### src/design/lapd_pkg.sv
`default_nettype none

package lapd_pkg;

  localparam int CNT_W  = 7;
  localparam int REQ_W  = 2;
  localparam int OCT_W  = 8;
  localparam int LEN_W  = 3;
  localparam int SAPI_W = 6;
  localparam int TEI_W  = 7;
  localparam int CFG_IDX_W  = 2;
  localparam int CFG_DATA_W = 8;

  // Request codes
  localparam logic [REQ_W-1:0] REQ_RX_HDR = 2'd0;
  localparam logic [REQ_W-1:0] REQ_TX_I   = 2'd1;
  localparam logic [REQ_W-1:0] REQ_START  = 2'd2;

  // Configuration register indexes
  localparam logic [CFG_IDX_W-1:0] CFG_OWN_SAPI     = 2'd0;
  localparam logic [CFG_IDX_W-1:0] CFG_OWN_TEI      = 2'd1;
  localparam logic [CFG_IDX_W-1:0] CFG_NETWORK_SIDE = 2'd2;

  // Control field codes
  localparam logic [OCT_W-1:0] CTRL_RR      = 8'h01;
  localparam logic [OCT_W-1:0] SABME_MASK   = 8'hef;
  localparam logic [OCT_W-1:0] SABME_CODE   = 8'h6f;
  localparam logic [OCT_W-1:0] UA_CODE      = 8'h63;
  localparam logic [OCT_W-1:0] PF_BIT_MASK  = 8'h10;
  localparam logic [OCT_W-1:0] SABME_P_CODE = 8'h7f;

  localparam logic [LEN_W-1:0] LEN_U_FRAME  = 3'd3;
  localparam logic [LEN_W-1:0] LEN_IS_FRAME = 3'd4;

  typedef struct packed {
    logic [OCT_W-1:0] octet0;
    logic [OCT_W-1:0] octet1;
    logic [OCT_W-1:0] octet2;
    logic [OCT_W-1:0] octet3;
    logic [LEN_W-1:0] length;
    logic             deliver_up;
  } hdr_t;

  typedef struct packed {
    logic [REQ_W-1:0] req_type;
    logic [OCT_W-1:0] addr0;
    logic [OCT_W-1:0] addr1;
    logic [OCT_W-1:0] ctrl0;
    logic [OCT_W-1:0] ctrl1;
  } req_t;

endpackage

`default_nettype wire

### src/design/lapd_link_header_engine.sv
`default_nettype none

// Channel   | Direction | Handshake               | Payload
// ----------+-----------+-------------------------+----------------------------------------
// in_       | input     | in_valid / in_ready     | req_type, rx address and control octets
// out_      | output    | out_valid / out_ready   | hdr_octet0..3, hdr_length, deliver_up
// cfg_      | input     | cfg_valid / cfg_ready   | cfg_index, cfg_data (always ready)
//
// One transaction per cycle sustained while out_ready stays high; a request is decoded
// from the input register into the result register, and out_valid rises if it emits.
// V(A)/V(S)/V(R) update as a request leaves the input register, so the next
// request in line always sees them current.
// in_ready drops only when both registers are full and out_ready is low.
// rst_n is synchronous, active low; it clears the counters, config and valids.

module lapd_link_header_engine (
  input  wire logic                              clk,
  input  wire logic                              rst_n,
  // request channel
  input  wire logic                              in_valid,
  output      logic                              in_ready,
  input  wire logic [lapd_pkg::REQ_W-1:0]        in_req_type,
  input  wire logic [lapd_pkg::OCT_W-1:0]        in_rx_addr_octet0,
  input  wire logic [lapd_pkg::OCT_W-1:0]        in_rx_addr_octet1,
  input  wire logic [lapd_pkg::OCT_W-1:0]        in_rx_ctrl_octet0,
  input  wire logic [lapd_pkg::OCT_W-1:0]        in_rx_ctrl_octet1,
  // header channel
  output      logic                              out_valid,
  input  wire logic                              out_ready,
  output      logic [lapd_pkg::OCT_W-1:0]        out_hdr_octet0,
  output      logic [lapd_pkg::OCT_W-1:0]        out_hdr_octet1,
  output      logic [lapd_pkg::OCT_W-1:0]        out_hdr_octet2,
  output      logic [lapd_pkg::OCT_W-1:0]        out_hdr_octet3,
  output      logic [lapd_pkg::LEN_W-1:0]        out_hdr_length,
  output      logic                              out_deliver_up,
  // configuration channel
  input  wire logic                              cfg_valid,
  output      logic                              cfg_ready,
  input  wire logic [lapd_pkg::CFG_IDX_W-1:0]    cfg_index,
  input  wire logic [lapd_pkg::CFG_DATA_W-1:0]   cfg_data
);
  import lapd_pkg::*;

  // Configuration registers
  logic [SAPI_W-1:0] own_sapi_r;
  logic [TEI_W-1:0]  own_tei_r;
  logic              network_side_r;

  // Link counters: V(A), V(S), V(R)
  logic [CNT_W-1:0] ack_count_r, ack_count_nxt;
  logic [CNT_W-1:0] send_count_r, send_count_nxt;
  logic [CNT_W-1:0] recv_count_r, recv_count_nxt;

  // Input register
  logic req_valid_r;
  req_t req_r;

  // Result register
  logic out_valid_r, out_valid_nxt;
  hdr_t hdr_r, hdr_nxt;
  logic hdr_emit;

  logic advance;
  logic in_accept;

  // Received-header decode
  logic [SAPI_W-1:0] rx_sapi;
  logic              rx_cr;
  logic [TEI_W-1:0]  rx_tei;
  logic              rx_pbit;
  logic [CNT_W-1:0]  rx_nr;
  logic              nr_in_window;
  logic              is_i_frame;
  logic              is_rr;
  logic              is_sabme;
  logic [CNT_W-1:0]  recv_inc;
  logic [OCT_W-1:0]  rx_addr0;
  logic [OCT_W-1:0]  rx_addr1;

  assign cfg_ready = 1'b1;

  // Drain the input register whenever the result register is free or emptying.
  assign advance   = req_valid_r && (!out_valid_r || out_ready);
  assign in_ready  = !req_valid_r || advance;
  assign in_accept = in_valid && in_ready;

  always_ff @(posedge clk) begin
    if (!rst_n) begin
      own_sapi_r     <= '0;
      own_tei_r      <= '0;
      network_side_r <= 1'b0;
    end else if (cfg_valid && cfg_ready) begin
      case (cfg_index)
        CFG_OWN_SAPI:     own_sapi_r     <= cfg_data[SAPI_W-1:0];
        CFG_OWN_TEI:      own_tei_r      <= cfg_data[TEI_W-1:0];
        CFG_NETWORK_SIDE: network_side_r <= cfg_data[0];
        default: ;  // unmapped index: drop the write
      endcase
    end
  end

  // Hold a request until the decode stage takes it.
  always_ff @(posedge clk) begin
    if (!rst_n) begin
      req_valid_r <= 1'b0;
    end else if (in_ready) begin
      req_valid_r <= in_valid;
    end
  end

  always_ff @(posedge clk) begin
    if (in_accept) begin
      req_r.req_type <= in_req_type;
      req_r.addr0    <= in_rx_addr_octet0;
      req_r.addr1    <= in_rx_addr_octet1;
      req_r.ctrl0    <= in_rx_ctrl_octet0;
      req_r.ctrl1    <= in_rx_ctrl_octet1;
    end
  end

  assign rx_sapi  = req_r.addr0[OCT_W-1:2];
  assign rx_cr    = req_r.addr0[1];
  assign rx_tei   = req_r.addr1[OCT_W-1:1];
  assign rx_pbit  = req_r.ctrl1[0];
  assign rx_nr    = req_r.ctrl1[OCT_W-1:1];
  assign rx_addr0 = {rx_sapi, rx_cr, 1'b0};
  assign rx_addr1 = {rx_tei, 1'b1};

  // N(R) is taken only from I and S frames, inside V(A)..V(S) by plain compare.
  assign nr_in_window = (req_r.ctrl0[1:0] != 2'b11) &&
                        (rx_nr >= ack_count_r) && (rx_nr <= send_count_r);
  assign is_i_frame   = !req_r.ctrl0[0];
  assign is_rr        = (req_r.ctrl0 == CTRL_RR);
  assign is_sabme     = ((req_r.ctrl0 & SABME_MASK) == SABME_CODE);
  assign recv_inc     = recv_count_r + CNT_W'(1);

  always_comb begin
    ack_count_nxt  = ack_count_r;
    send_count_nxt = send_count_r;
    recv_count_nxt = recv_count_r;
    hdr_emit       = 1'b0;
    hdr_nxt        = '0;

    case (req_r.req_type)
      REQ_RX_HDR: begin
        if (nr_in_window) begin
          ack_count_nxt = rx_nr;
        end
        hdr_nxt.octet0 = rx_addr0;
        hdr_nxt.octet1 = rx_addr1;
        if (is_i_frame) begin
          // Acknowledge with RR carrying the bumped V(R); pass the frame up.
          recv_count_nxt     = recv_inc;
          hdr_emit           = 1'b1;
          hdr_nxt.octet2     = CTRL_RR;
          hdr_nxt.octet3     = {recv_inc, rx_pbit};
          hdr_nxt.length     = LEN_IS_FRAME;
          hdr_nxt.deliver_up = 1'b1;
        end else if (is_rr) begin
          // Only an RR command (C/R opposite our side) gets a reply.
          hdr_emit       = (rx_cr != network_side_r);
          hdr_nxt.octet2 = CTRL_RR;
          hdr_nxt.octet3 = {recv_count_r, rx_pbit};
          hdr_nxt.length = LEN_IS_FRAME;
        end else if (is_sabme) begin
          // Link reset: clear every counter, answer UA with F copied from P.
          ack_count_nxt  = '0;
          send_count_nxt = '0;
          recv_count_nxt = '0;
          hdr_emit       = 1'b1;
          hdr_nxt.octet2 = UA_CODE | (req_r.ctrl0 & PF_BIT_MASK);
          hdr_nxt.octet3 = '0;
          hdr_nxt.length = LEN_U_FRAME;
        end
      end
      REQ_TX_I: begin
        hdr_emit       = 1'b1;
        hdr_nxt.octet0 = {own_sapi_r, network_side_r, 1'b0};
        hdr_nxt.octet1 = {own_tei_r, 1'b1};
        hdr_nxt.octet2 = {send_count_r, 1'b0};
        hdr_nxt.octet3 = {recv_count_r, 1'b0};
        hdr_nxt.length = LEN_IS_FRAME;
        send_count_nxt = send_count_r + CNT_W'(1);
      end
      REQ_START: begin
        hdr_emit       = 1'b1;
        hdr_nxt.octet0 = {own_sapi_r, network_side_r, 1'b0};
        hdr_nxt.octet1 = {own_tei_r, 1'b1};
        hdr_nxt.octet2 = SABME_P_CODE;
        hdr_nxt.octet3 = '0;
        hdr_nxt.length = LEN_U_FRAME;
      end
      default: ;  // unused request code: drop it
    endcase
  end

  // Commit counters only when the request actually leaves the input register.
  always_ff @(posedge clk) begin
    if (!rst_n) begin
      ack_count_r  <= '0;
      send_count_r <= '0;
      recv_count_r <= '0;
    end else if (advance) begin
      ack_count_r  <= ack_count_nxt;
      send_count_r <= send_count_nxt;
      recv_count_r <= recv_count_nxt;
    end
  end

  always_comb begin
    if (advance) begin
      out_valid_nxt = hdr_emit;
    end else begin
      out_valid_nxt = out_valid_r && !out_ready;
    end
  end

  always_ff @(posedge clk) begin
    if (!rst_n) begin
      out_valid_r <= 1'b0;
    end else begin
      out_valid_r <= out_valid_nxt;
    end
  end

  always_ff @(posedge clk) begin
    if (advance && hdr_emit) begin
      hdr_r <= hdr_nxt;
    end
  end

  assign out_valid      = out_valid_r;
  assign out_hdr_octet0 = hdr_r.octet0;
  assign out_hdr_octet1 = hdr_r.octet1;
  assign out_hdr_octet2 = hdr_r.octet2;
  assign out_hdr_octet3 = hdr_r.octet3;
  assign out_hdr_length = hdr_r.length;
  assign out_deliver_up = hdr_r.deliver_up;

`ifndef ASSERT_OFF
  // Backpressure only when both registers are full and the sink stalls.
  a_ready_low: assert property (@(posedge clk) disable iff (!rst_n)
    !in_ready |-> (req_valid_r && out_valid_r && !out_ready))
    else $error("in_ready low without a full pipeline stall");

  // A transmitted I frame bumps V(S) by exactly one.
  a_vs_bump: assert property (@(posedge clk) disable iff (!rst_n)
    (advance && req_r.req_type == REQ_TX_I)
    |=> (send_count_r == $past(send_count_r) + CNT_W'(1)))
    else $error("V(S) not advanced after I frame transmit");

  // A received SABME clears every counter.
  a_sabme_clear: assert property (@(posedge clk) disable iff (!rst_n)
    (advance && req_r.req_type == REQ_RX_HDR && !is_i_frame && !is_rr && is_sabme)
    |=> (ack_count_r == '0 && send_count_r == '0 && recv_count_r == '0))
    else $error("counters not cleared by SABME");

  // Only the reply to an I frame is flagged for delivery, always with 4 octets.
  a_deliver_len: assert property (@(posedge clk) disable iff (!rst_n)
    (out_valid_r && out_deliver_up) |-> (out_hdr_length == LEN_IS_FRAME
                                         && out_hdr_octet2 == CTRL_RR))
    else $error("deliver_up on a non-RR reply");
`endif

endmodule

`default_nettype wire
### config.mk
export PLATFORM = sky130hd
export DESIGN_NAME = lapd_link_header_engine
export DESIGN_NICKNAME = d
export VERILOG_FILES = /design/src/design/lapd_pkg.sv /design/src/design/lapd_link_header_engine.sv
export SDC_FILE = /design/constraint.sdc
export NUM_CORES = 1
export LEC_CHECK = 0
export BUFFER_PORTS_ARGS = -buffer_cell sky130_fd_sc_hd__clkbuf_2
export CELL_PAD_IN_SITES_DETAIL_PLACEMENT = 1
export CELL_PAD_IN_SITES_GLOBAL_PLACEMENT = 1
export CORE_MARGIN = 3
export CORE_UTILIZATION = 35
export DETAILED_ROUTE_END_ITERATION = 8
export PLACE_DENSITY = 0.69
export SYNTH_ARGS = -nofsm -noshare
export SYNTH_HDL_FRONTEND = slang
export SYNTH_SLANG_ARGS = --single-unit
### constraint.sdc
create_clock -name clk -period 4.05 [get_ports clk]
set_input_delay 0.405 -clock clk [delete_from_list [all_inputs] [get_ports clk]]
set_output_delay 0.405 -clock clk [all_outputs]
set_load 0.01 [all_outputs]
## Yosys cells after proc, flatten, opt, wreduce, memory -nomap -nowiden

Cells that the tools add are included.

- Eq/ne operators: 12
- Reduce and logical (&&, ||, !) cells: 18
- Add/subtract/negate cells: 2
- Muxes and demuxes: 15

Operators by type and width:

| operator | count |
|---|---|
| case mux 35 bit (3 select lines) | 1 |
| two-way mux 18 bit | 3 |
| two-way mux 7 bit | 4 |
| adder 7 x 1 -> 7 bit (second input constant) | 2 |
| case mux 7 bit (2 select lines) | 1 |
| == test 8 x 1 -> 1 bit (second input constant) | 1 |
| != test 2 bit (second input constant) | 4 |
| == test 7 x 6 -> 1 bit (second input constant) | 1 |
| AND reduction 2 bit | 3 |
| two-way mux 1 bit | 5 |
| AND reduction 5 bit | 1 |
| == test 2 x 1 -> 1 bit (second input constant) | 2 |
| == test 2 bit (second input constant) | 2 |
| logical AND 1 bit | 4 |
| logical NOT 2 bit | 2 |
| AND reduction 4 bit | 1 |
| logical NOT 1 bit | 3 |
| logical OR 1 bit | 2 |
| != test 2 x 1 -> 1 bit (second input constant) | 1 |
| case mux 1 bit (2 select lines) | 1 |
| nonzero test 2 bit | 1 |
| OR reduction 2 bit | 1 |
| != test 1 bit | 1 |

- Output and inout port bits: 39
- Word-level logic and storage cells: 65
- Bits of input ports: 49
- Bits in registers: 93

## Depth between registers and ports, before layout

- Depth in word-level cells: 6
- Depth in mapped cells: 7
- Mapped depth without buffers: 6

## Worst setup path before layout

Ideal clock, no wire load.

- Kind: reg-to-reg
- From: register req_r[10] (netlist bit)
- To: register hdr_r, in the netlist out_deliver_up (enable)
- Arrival: 2.798 ns
- Path slack: 0.827 ns
- Stages on the path, launching flop included: 5
- Path buffers: 0
- Setup time: 0.425 ns
- Cell sequence: edfxtp_1 -> or4_4 -> o41ai_2 -> a31oi_1 -> nor2_1

- Longest elaborated chain between the ends: 6
- Elaborated cells on any way between the ends: 7

Ends and longest elaborated chain:

| what | line | text |
|---|---|---|
| start, declared | lapd_link_header_engine.sv:56 | `req_t req_r;` |
| == test 7 x 6 -> 1 bit | lapd_link_header_engine.sv:134 | `assign is_sabme = ((req_r.ctrl0 & SABME_MASK) == SABME_CODE);` |
| two-way mux 1 bit | lapd_link_header_engine.sv:165 | `end else if (is_sabme) begin` |
| two-way mux 1 bit (*) | lapd_link_header_engine.sv:159 | `end else if (is_rr) begin` |
| two-way mux 1 bit (*) | lapd_link_header_engine.sv:151 | `if (is_i_frame) begin` |
| case mux 1 bit (2 select lines) (*) | lapd_link_header_engine.sv:144 | `case (req_r.req_type)` |
| logical AND 1 bit (*) | lapd_link_header_engine.sv:227 | `if (advance && hdr_emit) begin` |
| end signal, assigned | lapd_link_header_engine.sv:228 | `hdr_r <= hdr_nxt;` |
| end, declared | lapd_link_header_engine.sv:60 | `hdr_t hdr_r, hdr_nxt;` |

Mark *: on every way between the ends. The rest lies on a longest branch, timed or not.
A chain may end at the register's enable or synchronous reset.

## Worst setup path in the final report

- From: register req_r[33] (netlist bit)
- To: register hdr_r, in the netlist out_hdr_octet2[4] (enable)

- Longest elaborated chain between the ends: 4
- Elaborated cells on any way between the ends: 6

Ends and longest elaborated chain:

| what | line |
|---|---|
| == test 2 bit / == test 2 x 1 -> 1 bit (equally long branches) | lapd_link_header_engine.sv:144 |
| OR reduction 2 bit (no source line) | n/a |
| case mux 1 bit (2 select lines) (*) | lapd_link_header_engine.sv:144 |
| logical AND 1 bit (*) | lapd_link_header_engine.sv:227 |

Marks and branches as above.

==> impl_metrics.tcl <==
set metrics [dict create \
    slew_violations 0 \
    via_count 2723 \
    clockRootBuffer "clkbuf_8" \
    cts_hold_buf 0 \
    synth_area_sq_mm 0.003769 \
    yosysWarnings 0 \
    grt_max_degree 30 \
    hp-start "in_rx_ctrl_octet0[2]" \
    fp-row-count 37 \
    first_global_vias 2749 \
    seq_area_sq_mm 0.002372 \
    final_net_count 441 \
    drc 0 \
    cts.sinks 89 \
    rsz0062_at_grt "false" \
    worstPathRequired_ns 4.10 \
    ys.flop_type "edfxtp_1" \
    status "finished, final reports clean" \
    ir_worst_vdd_uv 226.0 \
    ant_nets 0 \
    avgSynthCellArea_sq_um 11.93 \
    cp_top_family "simple AND/OR/NAND/NOR gates" \
    synth_top_cell_by_area "edfxtp_1" \
    cp.arrival_ns 2.88 \
    tns_ns 0 \
    insertion_delay_ns 0.35 \
    core_sq_mm 0.01042 \
    drt_first_iter_violations 145 \
    cellPowerDensity_mw_per_mm2 410.8 \
    cts_buffers 9 \
    die_width_microns 109.8 \
    synthArstFlopShare_pct 0 \
    totalWireLength_microns 8955 \
    yosys-top-cells-area "edfxtp_1 47%, dfxtp_1 16%, mux2i_1 4.0%, nor2_1 3.9%, a22oi_1 2.8%" \
    path_max_fanout 29 \
    grt_antenna_before_repair 0 \
    routabilityCongestion 0.7976 \
    die_area_sq_mm 0.01205 \
    htreeDepth 3 \
    tightestPinTransition_ns 1.155 \
    drive_gt1_share_pct 26.34 \
    synth_top_area_share_pct 47.01 \
    max_stage_delay_ns 0.61 \
    synth_cells 316 \
    slew_headroom_pct 22.98 \
    initial_core_util_pct 36.18 \
    ioPinCount 88 \
    setup_violations 0 \
    multi_input_comb_area_sq_mm 0.001294 \
    synth_edf_count 59 \
    finalCritPeriodShare_pct 69.87 \
    cts_resized 0 \
    first_pass_iters 5 \
    r2r_cells 6 \
    crit_cells 6 \
    max-clock-path-buffers 2 \
    cp-start-kind "flip-flop" \
    overflow 0 \
    layout_commonest_cell "clkbuf_2" \
    cp.buffers_inverters 1 \
    setup.worst_path.start "req_r[33]" \
    yosysUniqueCellTypes 48 \
    track_usage_pct 15.65 \
    cts_setup_buffers 0 \
    antenna_cells 0 \
    path_clk_slew_ns 0.09 \
    worst_path_max_delay_cell "ha_1" \
    ys_seq_area_share_pct 62.95 \
    syn-num-nets 371 \
    place_hpwl_microns 6492 \
    fin_skew_ns 0.01213 \
    cp-end-kind "flip-flop" \
    via_per_inst 5.167 \
    hold_path.class "input pin to flip-flop" \
    fmax_mhz 353.4 \
    rr_startpoint "req_r[33]" \
    synth_seq_cells 89 \
    grt_first_pass_wirelength_microns 14460 \
    hold_depth 1 \
    path_class "flip-flop to flip-flop" \
    die_h_microns 109.8 \
    fill_cells 1151 \
    period_minus_slack_ns 2.830 \
    cap_viol_max_count 0 \
    crit_chain "ha_1, nand2b_1, o41ai_2, a31oi_1, nor2_4, buf_12" \
    synthToLayoutAreaGrowth_pct 19.22 \
    cts_tree "done" \
    hold_violations 0 \
    dpl.cell_count 511 \
    instances_no_fill 527 \
    wl_per_cell_microns 16.99 \
    p_leak_nw 1.702 \
    port_buffers 75 \
    final_cell_mix "75 x clkbuf_2, 59 x edfxtp_1, 38 x nor2_1" \
]
-- flip-flops by register name, indices dropped and copies added, names as in the netlist, 2 cells and up --
signal / count
recv_count_r: 7
send_count_r: 7
out_hdr_octet0: 7
own_sapi_r: 6
out_hdr_octet2: 8
req_r: 25
out_hdr_octet3: 8
own_tei_r: 7
out_hdr_octet1: 8
out_hdr_length: 2
-- cell usage after synthesis, types with 3 or more instances --
library cell,number
nand2b_1,6
edfxtp_1,59
and3_1,5
o311ai_0,4
o21a_1,3
nand3b_1,7
nor2_1,39
o22ai_1,4
buf_4,4
inv_1,5
nand2_1,24
nand3_1,8
o21ai_0,8
dfxtp_1,30
a21oi_1,10
a22oi_1,14
buf_2,4
a31oi_1,7
ha_1,6
mux2i_1,15
a311oi_1,6
or3_1,3
and2_1,3
clkbuf_1,10
-- logic make-up (layout without fill, tap and decap cells) --
group / after synthesis / after routing / synth area share (%)
and+or+nand+nor: 109 / 109 / 14.54
adders and majority gates: 6 / 6 / 1.992
xor gates and xnor gates: 1 / 1 / 0.2324
other: 2 / 2 / 0.1993
buffers and inverters: 24 / 99 / 2.922
DFF: 89 / 89 / 62.95
muxes: 15 / 15 / 3.984
AOI/OAI and AO/OA: 70 / 70 / 13.18
-- cell type report --
cell class                 instances  share of cell area (%)
timing repair buffer              78                   9.134
clock buffer                      10                   3.063
clock inverter                     6                   2.005
sequential                        89                   52.80
tap                              136                   3.787
multi-input combinational        203                   28.79
inverter                           5                  0.4177
-- routing by layer --
metal  share of wire (%)  up-vias  wire length [microns]  GRT usage, %
met3                 3.4        7                    308         3.406
met5                   0        -                      0             0
met2                  48       60                   4309         25.98
met1                  47     1333                   4249         20.89
li1                    -     1323                      -             -
met4                0.97        0                     87         3.740
-- report_power, final --
group / internal (W) / switching, W
Sequential: 0.00100 / 0.0000175
Combinational: 0.0000518 / 0.0000872
Clock: 0.000367 / 0.000318
-- path summary, 6_finish.rpt --
path                       endpoint  slack, ns
setup / recovery  out_hdr_octet2[4]       1.22
hold / removal            req_r[10]       0.22
setup reg to reg  out_hdr_octet2[4]       1.22
hold reg to reg     send_count_r[6]       0.48
-- per-stage QoR --
| step | area [sq um] | util (%) | hold slack [ns] | setup slack, ns | total power (W) |
|---|---|---|---|---|---|
| after CTS | 4493 | 43.14 | 0.2072 | 1.195 | 0.001869 |
| after detailed placement | 4265 | 40.95 | 0.4778 | 1.223 | 0.001184 |
| final | 4493 | 43.14 | 0.2246 | 1.220 | 0.001846 |
| after global placement | 4265 | 40.95 | 0.4551 | 1.276 | 0.001177 |
| after global routing | 4493 | 43.14 | 0.1987 | 1.015 | 0.001923 |
| after floorplan | 3769 | - | 0.4272 | 0.8274 | 0.001120 |
Note: power is estimated with default switching activity, not from simulation.
